**src/rtl/core/llg_heun_spin_integrator_assert.svh**
```systemverilog
// assertion macros used by the integrator top level
// each macro expands to one labeled concurrent assertion
`ifndef LLG_HEUN_SPIN_INTEGRATOR_ASSERT_SVH
`define LLG_HEUN_SPIN_INTEGRATOR_ASSERT_SVH

// same-cycle implication
`define LLGH_ASSERT_IMP(lbl, clk, rst_n, ante, cons) \
    lbl: assert property (@(posedge clk) disable iff (!rst_n) (ante) |-> (cons)) \
        else $error("llgh assertion failed");

// next-cycle implication
`define LLGH_ASSERT_NEXT(lbl, clk, rst_n, ante, cons) \
    lbl: assert property (@(posedge clk) disable iff (!rst_n) (ante) |=> (cons)) \
        else $error("llgh assertion failed");

`endif

```
**src/rtl/core/llgh_pkg.sv**
```systemverilog
`timescale 1ns / 1ps
// ----------------------------------------------------------------------------
// llgh_pkg
// shared types, register codes and saturation helper for the llg integrator
// ----------------------------------------------------------------------------
package llgh_pkg;

    typedef logic signed [31:0] word_t;

    localparam int CFG_IW = 3;
    localparam logic [CFG_IW-1:0] REG_PREC_GAIN = 3'd0;
    localparam logic [CFG_IW-1:0] REG_DAMP_GAIN = 3'd1;
    localparam logic [CFG_IW-1:0] REG_TIME_STEP = 3'd2;
    localparam logic [CFG_IW-1:0] REG_PIN_X     = 3'd3;
    localparam logic [CFG_IW-1:0] REG_PIN_Y     = 3'd4;
    localparam logic [CFG_IW-1:0] REG_PIN_Z     = 3'd5;

    localparam logic PHASE_PREDICT = 1'b0;
    localparam logic PHASE_CORRECT = 1'b1;

    localparam int QDEPTH = 4;
    localparam int QAW    = 2;

    localparam int SQ_STEPS  = 32;
    localparam int DIV_STEPS = 32;

    localparam word_t WORD_MAX = 32'sh7fffffff;
    localparam word_t WORD_MIN = 32'sh80000000;

    typedef struct packed {
        logic        func;
        logic [9:0]  atom_index;
        word_t       spin_x;
        word_t       spin_y;
        word_t       spin_z;
        word_t       field_x;
        word_t       field_y;
        word_t       field_z;
    } item_t;

    typedef struct packed {
        logic [9:0]  atom_out;
        logic        phase_out;
        word_t       new_spin_x;
        word_t       new_spin_y;
        word_t       new_spin_z;
        logic        zero_length;
    } result_t;

    typedef struct packed {
        logic [15:0] prec_gain;
        logic [15:0] damp_gain;
        logic [31:0] time_step;
        word_t       pin_x;
        word_t       pin_y;
        word_t       pin_z;
    } cfg_t;

    typedef struct packed {
        logic        phase;
        logic [9:0]  atom;
        logic        ok;
    } tag_t;

    typedef struct packed {
        tag_t        tag;
        word_t [2:0] s;
        word_t [2:0] h;
    } work_t;

    typedef struct packed {
        tag_t        tag;
        word_t [2:0] s;
        word_t [2:0] ds;
    } slope_t;

    typedef struct packed {
        tag_t              tag;
        logic [2:0][39:0]  v;
    } vec_t;

    typedef struct packed {
        logic full;
        logic empty;
    } q_status_t;

    function automatic int nxt(input int i);
        return (i == 2) ? 0 : i + 1;
    endfunction

    function automatic word_t sat_w(input logic signed [71:0] x);
        word_t r;
        if (x > 72'sd2147483647)
            r = WORD_MAX;
        else if (x < -72'sd2147483648)
            r = WORD_MIN;
        else
            r = x[31:0];
        return r;
    endfunction

endpackage

```
**src/rtl/core/llgh_queue.sv**
```systemverilog
`timescale 1ns / 1ps
// ----------------------------------------------------------------------------
// llgh_queue
// short fifo between the front and the arithmetic pipeline
// ----------------------------------------------------------------------------
module llgh_queue (
    input  logic                clk,
    input  logic                rst_n,
    input  logic                push,
    input  llgh_pkg::work_t     wr_data,
    input  logic                pop,
    output llgh_pkg::work_t     rd_data,
    output llgh_pkg::q_status_t status
);

    llgh_pkg::work_t               slot_reg [0:llgh_pkg::QDEPTH-1];
    logic [llgh_pkg::QAW-1:0]      wr_ptr_reg;
    logic [llgh_pkg::QAW-1:0]      rd_ptr_reg;
    logic [llgh_pkg::QAW:0]        count_reg;

    assign status.full  = count_reg == (llgh_pkg::QAW + 1)'(llgh_pkg::QDEPTH);
    assign status.empty = count_reg == '0;
    assign rd_data      = slot_reg[rd_ptr_reg];

    always_ff @(posedge clk or negedge rst_n)
    begin
        if (!rst_n)
        begin
            wr_ptr_reg <= '0;
            rd_ptr_reg <= '0;
            count_reg  <= '0;
        end
        else
        begin
            if (push)
                wr_ptr_reg <= wr_ptr_reg + 1'b1;
            if (pop)
                rd_ptr_reg <= rd_ptr_reg + 1'b1;
            if (push && !pop)
                count_reg <= count_reg + 1'b1;
            else if (pop && !push)
                count_reg <= count_reg - 1'b1;
        end
    end

    always_ff @(posedge clk)
    begin
        if (push)
            slot_reg[wr_ptr_reg] <= wr_data;
    end

endmodule

```
**config.mk**
```make
export PLATFORM = sky130hd
export DESIGN_NAME = llgh_queue
export DESIGN_NICKNAME = d
export VERILOG_FILES = /design/src/rtl/core/llg_heun_spin_integrator_assert.svh /design/src/rtl/core/llgh_pkg.sv /design/src/rtl/core/llgh_queue.sv
export SDC_FILE = /design/constraint.sdc
export NUM_CORES = 1
export LEC_CHECK = 0
export BUFFER_PORTS_ARGS = -buffer_cell sky130_fd_sc_hd__buf_2
export CORE_MARGIN = 5
export CORE_UTILIZATION = 51
export DETAILED_ROUTE_END_ITERATION = 8
export GPL_ROUTABILITY_DRIVEN = 0
export PLACE_DENSITY = 0.76
export SLEW_MARGIN = 30
export SYNTH_ARGS = -nofsm -noshare
export SYNTH_HDL_FRONTEND = slang
export SYNTH_SLANG_ARGS = --single-unit
```
**constraint.sdc**
```tcl
create_clock -name clk -period 5.5 [get_ports clk]
set_input_delay 0.275 -clock clk [delete_from_list [all_inputs] [get_ports clk]]
set_output_delay 0.275 -clock clk [all_outputs]
set_load 0.005 [all_outputs]
```
# Yosys cells after proc, flatten, opt, wreduce, memory -nomap -nowiden
# Memory sizes are Yosys's and may differ from the RTL's.
# Index checks and enable logic that the tools add are counted.
[word_totals]
mem_bits_ro = 0
ramBits = 816
latchBits = 0
inputBits = 208
n_memories = 1
register_bits = 7
[classes]
mux = 4
addsub = 4
order_cmp = 0
n_eq_ne = 1
bitwise = 0
shifts = 0
div = 0
n_mul = 0
n_reduce_logical = 6
[memory_table]
columns = ["memory", "depth", "word_bits", "rd", "rd_ports_with_merged_regs", "wr", "line_no", "rtl"]
rows = [
  ["slot_reg", 4, 204, 1, 0, 1, "llgh_queue.sv:16", "llgh_pkg::work_t slot_reg [0:llgh_pkg::QDEPTH-1];"],
]
[op_table]
columns = ["operator", "n"]
rows = [
  ["3-bit 2-to-1 mux", 2],
  ["2-bit by 1-bit adder with 2-bit output, second input constant", 2],
  ["3-bit by 1-bit adder with 3-bit output, second input constant", 1],
  ["3-bit == test, second input constant", 1],
  ["3-bit logical NOT", 1],
  ["3-bit by 1-bit subtractor with 3-bit output, second input constant", 1],
  ["1-bit logical AND", 2],
  ["1-bit logical NOT", 2],
  ["1-bit 2-to-1 mux", 2],
  ["2-bit nonzero test", 1],
]

# Longest topological paths before layout
[logic_depth]
ltp_word = 4
mapped_depth = 7
ltp_nobuf = 7

# Least setup slack after synthesis
# No wires, ideal clock.
[synth_timing]
kind = "reg2reg"
start = "register wr_ptr_reg[0] in the netlist's numbering"
end = "memory slot_reg[2][0] in the netlist's numbering (enable)"
path_buffers = 0
slack_ns = -0.344
stages_incl_launch_ff = 4
setup_time_ns = 0.590
t_arrival_ns = 5.254
path_cell_list = "dfrtp_1 inv_1 ha_1 and2_1"
[synth_rtl]
columns = ["element", "line_no", "rtl"]
rows = [
  ["start: declaration", "llgh_queue.sv:17", "logic [llgh_pkg::QAW-1:0] wr_ptr_reg;"],
  ["start signal: assignment", "llgh_queue.sv:36", "wr_ptr_reg <= wr_ptr_reg + 1'b1;"],
  ["end: declaration", "llgh_queue.sv:16", ""],
]
# Straight into the memory's write port.

==> impl_results.md <==
- Final hold viol count: 0
- HP Start: wr_data[26]
- CTS resizes: 0
- Largest net degree at the start of global routing: 115
- CTS Hold Buffers Added: 208
- Number of global-route vias before repair: 15560
- Final non-filler cell area: 0.03755 mm²
- Max Clk Rate: 306.2 MHz
- Critical Path Max Stage Delay: 0.87 ns
- Max reg flops: 816
- Initial Utilization: 0.5158
- Fin nets: 1990
- Die Y-Extent: 251.8 µm
- Worst setup SP type: flip-flop
- Htree depth: 3
- TritonCTS Sinks: 823
- R2R Path Start: wr_ptr_reg[1]
- Synth top area share: 0.8218
- Drt first-iter violations: 1093
- RSZ-0062 raised after global routing: false
- CP delay by family, top: flip-flops
- Worst slew margin: 0.2467
- Crit Path Class: reg -> out
- Commonest non-fill, non-tap cell in the layout: edfxtp_1
- Final wirelength: 64530 µm
- GR Overflow Total: 0
- Skew final: 0.01727 ns
- Final HPWL DP: 35190 µm
- #FFs+latches synth: 823
- # DRC: 0
- Slew @ Worst Pin: 1.130 ns
- Die width: 251.8 µm
- Sequential fraction of the synthesis area: 0.8277
- Net Count, Synth: 1314
- First-pass GRT wire length: 97460 µm
- Critical path arrival: 2.99 ns
- Final Max Slew Viols: 0
- Setup crit end kind: output pin
- Post-CTS setup buffers: 0
- Post-synthesis instance total: 1100
- Core footprint: 0.05781 mm²
- Cell area power density: 513.1 mW/mm²
- Largest cells by area after synthesis: edfxtp_1 (82%), mux4_2 (15%), buf_6 (0.64%), dfrtp_1 (0.59%), buf_2 (0.39%)
- Total track usage: 0.2032
- Area growth syn-to-layout: 25.92%
- Status: completed
- Standby leakage power: 12.92 nW
- Min-delay worst type: in -> reg
- WL/cell: 24.70 µm
- Skew-Pair Late Insertion Delay: 0.61 ns
- Num rows: 88
- Synth Area per Inst: 27.11 µm²
- Cell area after synthesis: 0.02982 mm²
- Slowest stage cell, crit path: dfrtp_4
- Vias/cell: 5.508
- Num CTS Buffers: 81
- Req. time, crit path: 5.22 ns
- Initial antenna violation count: 6
- Count of input and output buffers: 413
- Clock root buffer: clkbuf_16
- Setup violations, final: 0
- Worst Path Max Fanout: 83
- Total Die Area: 0.06340 mm²
- Total power: 19.27 mW
- Fin crit share: 0.5937
- Worst path buffer plus inverter count: 2
- Crit path cell chain: buf_12 > mux4_2 > buf_2
- Final TNS setup: 0 ns
- Crit path time final: 3.266 ns
- Distinct cell type count after synthesis: 18
- Vias: 14390
- Synth area leader: edfxtp_1
- Synth warn: 0
- Longest Clk Path Bufs: 3
- # IOs: 414
- DP Area: 0.03275 mm²
- # fillers: 3590
- Clock transition at path regs: 0.06 ns
- Commonest non-fill, non-tap cells in the layout: edfxtp_1 (816), buf_2 (413), dlygate4sd3_1 (208)
- Maximum vdd ir drop: 0.0004642 V
- Flop2flop setup slack: 2.91 ns
- Share of layout cells above drive strength 1: 0.4137
- Max-Cap Viols: 0
- Post-route ant nets: 0
- DR pass1 iterations: 5
- CP startpoint: rd_ptr_reg[0]
- CTS tree: done
cell families (layout without fill, tap and decap cells):
kind of cell,Yosys count,count (layout),share of synthesized area
DFF,823,823,0.8277
and+or+nand+nor,9,9,0.001636
xor gates and xnor gates,6,6,0.001762
muxes,205,205,0.1545
buffers and inverters,50,792,0.01154
adders and majority gates,6,6,0.002770
AOI/OAI and AO/OA,1,1,0.0001677
other,0,6,0
Yosys cell counts (all sizes together):
cell      n
o21ai     1
nand2     2
fa        1
xnor2     2
nor2      1
mux2      1
clkbuf    6
xor2      4
mux4    204
buf      40
and2      4
dfrtp     7
ha        5
nor3      1
edfxtp  816
nor3b     1
inv       4
metrics by stage:
stage	hold WS [ns]	setup WS (ns)	util	instances
final	0.4041	2.234	0.6495	2613
after detailed placement	0.1271	2.838	0.5666	2250
after floorplan	-0.02059	1.939	-	1100
after CTS	0.3453	2.136	0.6493	2607
after global routing	0.3648	1.980	0.6495	2612
after global placement	0.1212	2.823	0.5666	2250
final timing paths:
check                                       end  cells after the start
worst max-delay path                rd_data[87]                      3
worst min-delay path            slot_reg[0][26]                      2
worst max register to register  slot_reg[1][73]                      4
worst min register to register     count_reg[2]                      1
max in group asynchronous         rd_ptr_reg[0]                      3
min in group asynchronous         rd_ptr_reg[1]                      3
final cells by class:
type / instances / area, µm² / area share
Antenna cell: 6 / 15.01 / 0.0003999
Clock buffer: 92 / 2090 / 0.05565
Clock inverter: 57 / 608.1 / 0.01620
Inverter: 4 / 15.01 / 0.0003999
Multi-Input combinational cell: 227 / 4805 / 0.1280
Sequential cell: 823 / 24690 / 0.6575
Tap cell: 765 / 957.2 / 0.02549
Timing Repair Buffer: 639 / 4372 / 0.1164
report_power, final:
group,switching (mW),internal (mW),total (mW)
Combinational,2.66,2.48,5.14
Clock,2.31,3.19,5.51
Sequential,0.408,8.21,8.62
Total,5.38,13.9,19.3
routing by layer:
layer | GRT usage | share of wire | vias up
met5 | 0 | 0.00019 | -
met4 | 0.05754 | 0.024 | 2
met3 | 0.05505 | 0.078 | 104
met2 | 0.3452 | 0.52 | 617
met1 | 0.2634 | 0.37 | 7504
li1 | - | - | 6166
(Power assumes the default switching activity.)
