`src/rtl/core/llg_heun_spin_integrator_assert.svh`:
```
// assertion macros used by the integrator top level
// each macro expands to one labeled concurrent assertion
`ifndef LLG_HEUN_SPIN_INTEGRATOR_ASSERT_SVH
`define LLG_HEUN_SPIN_INTEGRATOR_ASSERT_SVH

// same-cycle implication
`define LLGH_ASSERT_IMP(lbl, clk, rst_n, ante, cons) \
    lbl: assert property (@(posedge clk) disable iff (!rst_n) (ante) |-> (cons)) \
        else $error("llgh assertion failed");

// next-cycle implication
`define LLGH_ASSERT_NEXT(lbl, clk, rst_n, ante, cons) \
    lbl: assert property (@(posedge clk) disable iff (!rst_n) (ante) |=> (cons)) \
        else $error("llgh assertion failed");

`endif

```
`src/rtl/core/llgh_pkg.sv`:
```
`timescale 1ns / 1ps
// ----------------------------------------------------------------------------
// llgh_pkg
// shared types, register codes and saturation helper for the llg integrator
// ----------------------------------------------------------------------------
package llgh_pkg;

    typedef logic signed [31:0] word_t;

    localparam int CFG_IW = 3;
    localparam logic [CFG_IW-1:0] REG_PREC_GAIN = 3'd0;
    localparam logic [CFG_IW-1:0] REG_DAMP_GAIN = 3'd1;
    localparam logic [CFG_IW-1:0] REG_TIME_STEP = 3'd2;
    localparam logic [CFG_IW-1:0] REG_PIN_X     = 3'd3;
    localparam logic [CFG_IW-1:0] REG_PIN_Y     = 3'd4;
    localparam logic [CFG_IW-1:0] REG_PIN_Z     = 3'd5;

    localparam logic PHASE_PREDICT = 1'b0;
    localparam logic PHASE_CORRECT = 1'b1;

    localparam int QDEPTH = 4;
    localparam int QAW    = 2;

    localparam int SQ_STEPS  = 32;
    localparam int DIV_STEPS = 32;

    localparam word_t WORD_MAX = 32'sh7fffffff;
    localparam word_t WORD_MIN = 32'sh80000000;

    typedef struct packed {
        logic        func;
        logic [9:0]  atom_index;
        word_t       spin_x;
        word_t       spin_y;
        word_t       spin_z;
        word_t       field_x;
        word_t       field_y;
        word_t       field_z;
    } item_t;

    typedef struct packed {
        logic [9:0]  atom_out;
        logic        phase_out;
        word_t       new_spin_x;
        word_t       new_spin_y;
        word_t       new_spin_z;
        logic        zero_length;
    } result_t;

    typedef struct packed {
        logic [15:0] prec_gain;
        logic [15:0] damp_gain;
        logic [31:0] time_step;
        word_t       pin_x;
        word_t       pin_y;
        word_t       pin_z;
    } cfg_t;

    typedef struct packed {
        logic        phase;
        logic [9:0]  atom;
        logic        ok;
    } tag_t;

    typedef struct packed {
        tag_t        tag;
        word_t [2:0] s;
        word_t [2:0] h;
    } work_t;

    typedef struct packed {
        tag_t        tag;
        word_t [2:0] s;
        word_t [2:0] ds;
    } slope_t;

    typedef struct packed {
        tag_t              tag;
        logic [2:0][39:0]  v;
    } vec_t;

    typedef struct packed {
        logic full;
        logic empty;
    } q_status_t;

    function automatic int nxt(input int i);
        return (i == 2) ? 0 : i + 1;
    endfunction

    function automatic word_t sat_w(input logic signed [71:0] x);
        word_t r;
        if (x > 72'sd2147483647)
            r = WORD_MAX;
        else if (x < -72'sd2147483648)
            r = WORD_MIN;
        else
            r = x[31:0];
        return r;
    endfunction

endpackage

```
`src/rtl/core/llgh_front.sv`:
```
`timescale 1ns / 1ps
// ----------------------------------------------------------------------------
// llgh_front
// accepts items, checks the atom range and adds pinning in the corrector
// ----------------------------------------------------------------------------
module llgh_front #(
    parameter int ATOMS = 1024
) (
    input  logic            clk,
    input  logic            rst_n,
    input  logic            item_valid,
    output logic            item_stall,
    input  llgh_pkg::item_t item,
    input  llgh_pkg::cfg_t  cfg,
    input  logic            q_full,
    output logic            push,
    output llgh_pkg::work_t work
);

    logic            f_valid_reg;
    llgh_pkg::work_t f_work_reg;
    llgh_pkg::work_t w_next;
    logic            accept;

    assign item_stall = f_valid_reg && q_full;
    assign push       = f_valid_reg && !q_full;
    assign accept     = item_valid && !item_stall;
    assign work       = f_work_reg;

    always_comb
    begin
        w_next.tag.phase = item.func;
        w_next.tag.atom  = item.atom_index;
        w_next.tag.ok    = 32'(item.atom_index) < 32'(ATOMS);
        w_next.s[0]      = item.spin_x;
        w_next.s[1]      = item.spin_y;
        w_next.s[2]      = item.spin_z;
        if (item.func == llgh_pkg::PHASE_CORRECT)
        begin
            w_next.h[0] = llgh_pkg::sat_w(72'(item.field_x) + 72'(cfg.pin_x));
            w_next.h[1] = llgh_pkg::sat_w(72'(item.field_y) + 72'(cfg.pin_y));
            w_next.h[2] = llgh_pkg::sat_w(72'(item.field_z) + 72'(cfg.pin_z));
        end
        else
        begin
            w_next.h[0] = item.field_x;
            w_next.h[1] = item.field_y;
            w_next.h[2] = item.field_z;
        end
    end

    always_ff @(posedge clk or negedge rst_n)
    begin
        if (!rst_n)
            f_valid_reg <= 1'b0;
        else if (accept)
            f_valid_reg <= 1'b1;
        else if (push)
            f_valid_reg <= 1'b0;
    end

    always_ff @(posedge clk)
    begin
        if (accept)
            f_work_reg <= w_next;
    end

endmodule

```
`config.mk`:
```
export PLATFORM = sky130hd
export DESIGN_NAME = llgh_front
export DESIGN_NICKNAME = d
export VERILOG_FILES = /design/src/rtl/core/llg_heun_spin_integrator_assert.svh /design/src/rtl/core/llgh_pkg.sv /design/src/rtl/core/llgh_front.sv
export SDC_FILE = /design/constraint.sdc
export NUM_CORES = 1
export LEC_CHECK = 0
export ABC_AREA = 1
export BUFFER_PORTS_ARGS = -buffer_cell sky130_fd_sc_hd__buf_2
export CORE_MARGIN = 10
export CORE_UTILIZATION = 35
export CTS_BUF_LIST = sky130_fd_sc_hd__clkbuf_8
export DETAILED_ROUTE_END_ITERATION = 6
export GPL_ROUTABILITY_DRIVEN = 0
export PLACE_DENSITY = 0.62
export SKIP_LAST_GASP = 1
export SYNTH_ARGS = -nofsm -noshare
export SYNTH_HDL_FRONTEND = slang
export SYNTH_SLANG_ARGS = --single-unit
```
`constraint.sdc`:
```
create_clock -name clk -period 12.25 [get_ports clk]
set_input_delay 2.45 -clock clk [delete_from_list [all_inputs] [get_ports clk]]
set_output_delay 2.45 -clock clk [all_outputs]
set_load 0.005 [all_outputs]
```
Word-level counts from Yosys, hierarchy flattened
Cells that the tools add are included.
{"block": "word_totals", "output_inout_bits": 206, "inputBits": 367, "elab_cells": 33, "regBits": 204}
{"block": "classes", "n_addsub": 3, "muxes": 9, "reduce_logical": 6, "magnitude_cmp": 6}
{"operator": "32-bit 2-to-1 mux", "n": 6}
{"operator": "32-bit by 32-bit adder with 33-bit output", "n": 3}
{"operator": "33-bit by 32-bit greater-than comparator with 1-bit output, second input constant", "n": 3}
{"operator": "33-bit by 32-bit < comparator with 1-bit output, second input constant", "n": 3}
{"operator": "96-bit 2-to-1 mux", "n": 1}
{"operator": "1-bit logical AND", "n": 3}
{"operator": "1-bit logical NOT", "n": 2}
{"operator": "1-bit 2-to-1 mux", "n": 2}
{"operator": "2-bit nonzero test", "n": 1}

Logic depth before layout (Yosys ltp)
{"block": "logic_depth", "word_depth": 5, "depth_mapped": 20, "depth_no_buf": 19}

Worst setup path before layout
Ideal clock, no wire load.
{"block": "synth_path", "kind": "input to register", "startpoint": "in q_full", "endpoint": "reg f_work_reg, in the netlist work[0], enable pin", "setup_ps": 772, "slack_ps": 435, "arrival_ps": 11043, "stages": 3, "path_cell_list": "nand2_1 -> inv_1 -> nor2_1"}
{"block": "synth_between", "elab_chain_cells": 3}
{"item": "start: declaration", "line_no": "llgh_front.sv:15", "rtl": "input logic q_full,"}
{"item": "1-bit logical AND", "line_no": "llgh_front.sv:25", "rtl": "assign item_stall = f_valid_reg && q_full;"}
{"item": "named net item_stall", "line_no": "llgh_front.sv:12", "rtl": "output logic item_stall,"}
{"item": "1-bit logical NOT", "line_no": "llgh_front.sv:27", "rtl": "assign accept = item_valid && !item_stall;"}
{"item": "1-bit logical AND", "line_no": "llgh_front.sv:27"}
{"item": "named net accept", "line_no": "llgh_front.sv:23", "rtl": "logic accept;"}
{"item": "end signal: assignment", "line_no": "llgh_front.sv:65", "rtl": "f_work_reg <= w_next;"}
{"item": "end: declaration", "line_no": "llgh_front.sv:21", "rtl": "llgh_pkg::work_t f_work_reg;"}
The timed path passes the listed nets, and every way through them passes these cells.
A chain may end at the register's enable or synchronous reset.

Worst setup path after layout
{"block": "layout_path", "startpoint": "in q_full", "endpoint": "out item_stall"}
{"block": "layout_between", "elab_chain_cells": 1}
{"item": "1-bit logical AND", "line_no": "llgh_front.sv:25"}
{"item": "end: declaration", "line_no": "llgh_front.sv:12"}
No other way between the ends.

==> run_results.csv <==
group,metric,value,unit
run_status,outcome,"finished clean",
setup_path,max_stage_delay,140,ps
floorplanning,io_pins,573,
floorplanning,die_h,224.7,um
cts,cts_hold_buf,0,
logic_synthesis,synthAdderAreaFrac,8.597,%
logic_synthesis,synth_top_area_share,41.55,%
setup_path,cp_max_fo,2,
pwr,powerDensity,121.3,mW/mm^2
global_route,antenna_found_initial,9,
setup_path,crit_family,"buffers and inverters",
worst_hold_path,hold_class,"flip-flop to flip-flop",
sta,relSlewSlack,38.17,%
logic_synthesis,synth.area.mux_share,0,%
route,drtIter0Drc,860,
setup_path,endpoint_kind,"output pin",
floorplanning,die_area,0.05050,sq mm
setup_path,r2r_end,"work[25]",
setup_path,critical-path-slowest-cell,"buf_2",
setup_path,setup.worst_path.start,"q_full",
sta,fin_tns_setup,0,ps
floorplanning,chipWidth,224.7,um
layout,multi_input_area,0.007452,sq mm
sta,worst_pin_slew,927.4,ps
logic_synthesis,syn_inst,1905,
logic_synthesis,async_reset_ff_share,0.4902,%
setup_path,reg2regPathDepth,4,
cts,clock_latency,630,ps
logic_synthesis,synth_cell_types,40,
global_route,grt_pass1_vias,14459,
sta,setup_viol,0,
global_route,grt_first_pass_wirelength,80920,um
placed_design,place.detailed.hpwl,43730,um
pwr,leakage,9.634,nW
job,drv_cap,0,
logic_synthesis,synth_top_flop_cell,"edfxtp_1",
sta,rsz0062_at_grt,"no",
logic_synthesis,synth-seq-area-share,41.72,%
pwr,power,0.002246,W
setup_path,reg2reg_slack,10110,ps
setup_path,critPathCapture,"item_stall",
global_route,overflow,0,
sta,post-route-min-period,5302,ps
logic_synthesis,yosysMostFrequentCell,"nand2_1",
setup_path,cp.depth,4,
floorplanning,core_area,0.04111,sq mm
route,vias,14464,
sta,fin_skew,43.27,ps
cts,cts_resized,0,
logic_synthesis,synth_seq_cells,204,
cts,cts_tree,"yes",
placed_design,pre_cts_slack,6945,ps
layout,area_growth,26.22,%
layout,post-route-util,45.04,%
logic_synthesis,netlist_area,0.01467,sq mm
route,drt-wirelength-per-cell,17.81,um
placed_design,port-buffer-count,507,
setup_path,cp.required,9800,ps
setup_path,arrival,2850,ps
floorplanning,fp-row-count,74,
route,drc,0,
logic_synthesis,synth-xor-area-share,2.925,%
layout,final_nets,2893,
layout,largest_register_ff_count,203,
floorplanning,start_util,35.69,%
cts,cts-root-buf,"clkbuf_8",
setup_path,cp_common_cell,"buf_2",
setup_path,path_class,"primary input to output pin",
sta,hold_violations,0,
logic_synthesis,synth_top_family_by_area,"simple AND/OR/NAND/NOR gates",
global_route,grtUsageTotal,20.29,%
pwr,ir_drop,0.1247,mV
layout,drive_gt1_share,27.23,%
route,drt_wl_total,53320,um
logic_synthesis,yosys.area_share.simple,29.75,%
logic_synthesis,ys_top_cells_by_count,"744 x nand2_1, 225 x inv_1, 203 x edfxtp_1",
setup_path,r2r_start,"f_valid_reg",
layout,fillers,4190,
logic_synthesis,synth_edf_count,203,
route,dr.pass1.iters,5,
cts,h-tree-depth,2,
sta,finalMaxSlewViolations,0,
layout,regArea,0.006121,sq mm
cts,clockBufferDepth,3,
cts,cts_made_buffers,40,
setup_path,cp-start-kind,"primary input",
sta,setup_slack,6948,ps
logic_synthesis,synth_warnings,0,
logic_synthesis,synth_largest_area_cell,"edfxtp_1",
setup_path,crit_buf_inv,3,
setup_path,path_cells,"buf_2, nand2_1, inv_1, buf_2",
cts,clk_pin_slew_worst_paths,60,ps
logic_synthesis,synth_compound_area_share,9.450,%
logic_synthesis,syn-num-nets,2371,
route,viasPerCell,4.833,
cts,cts.sinks,204,
logic_synthesis,syn_avg_cell_area,7.701,sq um
sta,fin_crit_sh,43.28,%
cts,cts_setup_buffers,0,
global_route,grt_max_degree,72,
sta,max_freq,188.6,MHz
route,ant_nets,0,
logic_synthesis,synthTopCellsByArea,"edfxtp_1 42%, nand2_1 19%, ha_1 8.2%",
-- per-stage QoR --
step,hold WS [ps],std cells,instance area (sq um)
after floorplan,455.7,1905,14670
after global placement,468.4,2917,17670
after detailed placement,504.4,2917,17670
after CTS,516.8,2989,18510
after global routing,530.9,2991,18510
final,503.7,2993,18520
-- layer usage --
layer / vias up / track usage [%] / part of all wire [%]
met4: 8 / 5.571 / 2.2
met5: - / 0 / 0.13
met1: 6673 / 23.78 / 40
met3: 75 / 5.895 / 8.3
li1: 7203 / - / -
met2: 505 / 35.48 / 49
-- worst register-to-register path, cell delays in order (launching register included) --
cell and delay, ps:
dfrtp_1 380, nand2_1 80, inv_1 70, nor2_4 380, buf_4 790
-- layout by cell type, fill, tap and decap left out, types with 5 or more instances in the layout --
| master | instances |
|---|---|
| buf_2 | 506 |
| nand3_2 | 5 |
| clkinv_2 | 6 |
| clkbuf_8 | 40 |
| edfxtp_1 | 203 |
| nor3_1 | 10 |
| clkinv_1 | 9 |
| nor2_1 | 193 |
| o21ai_0 | 19 |
| bufinv_16 | 5 |
| xnor2_1 | 10 |
| a21oi_1 | 91 |
| nand3_1 | 81 |
| xor2_1 | 39 |
| nand2_1 | 744 |
| inv_1 | 234 |
| nand2_2 | 21 |
| a21oi_2 | 63 |
| buf_4 | 7 |
| ha_1 | 96 |
| o21bai_1 | 26 |
| o21a_1 | 5 |
-- layout make-up --
type                            count  area share [%]
Clock inverter                     32           1.534
Inverter                          226           4.581
Multi-Input combinational cell   1442           40.25
Tap cell                          532           3.595
Sequential cell                   204           33.06
Timing Repair Buffer              513           13.96
Antenna cell                        4         0.05406
Clock buffer                       40           2.973
-- worst min path at each step --
stage           startpoint     endpoint  cells past startpoint
5_1_grt        f_valid_reg  f_valid_reg                      2
2_1_floorplan  f_valid_reg  f_valid_reg                      2
4_1_cts        f_valid_reg  f_valid_reg                      2
6_report       f_valid_reg  f_valid_reg                      2
3_5_place_dp   f_valid_reg  f_valid_reg                      2
3_3_place_gp   f_valid_reg  f_valid_reg                      2
-- where the power goes --
group / total [W] / switching (W) / internal, W
registers: 0.000858 / 0.0000134 / 0.000844
clock network: 0.000737 / 0.000321 / 0.000416
logic: 0.000651 / 0.000412 / 0.000240
-- kinds of logic after synthesis --
| group | Yosys count |
|---|---|
| simple gates | 1082 |
| buf+inv | 259 |
| compound gates | 211 |
| flops | 204 |
| fa+ha+maj | 99 |
| xor+xnor | 49 |
| other cells | 1 |
No activity file was read; power rests on OpenSTA's default activity.
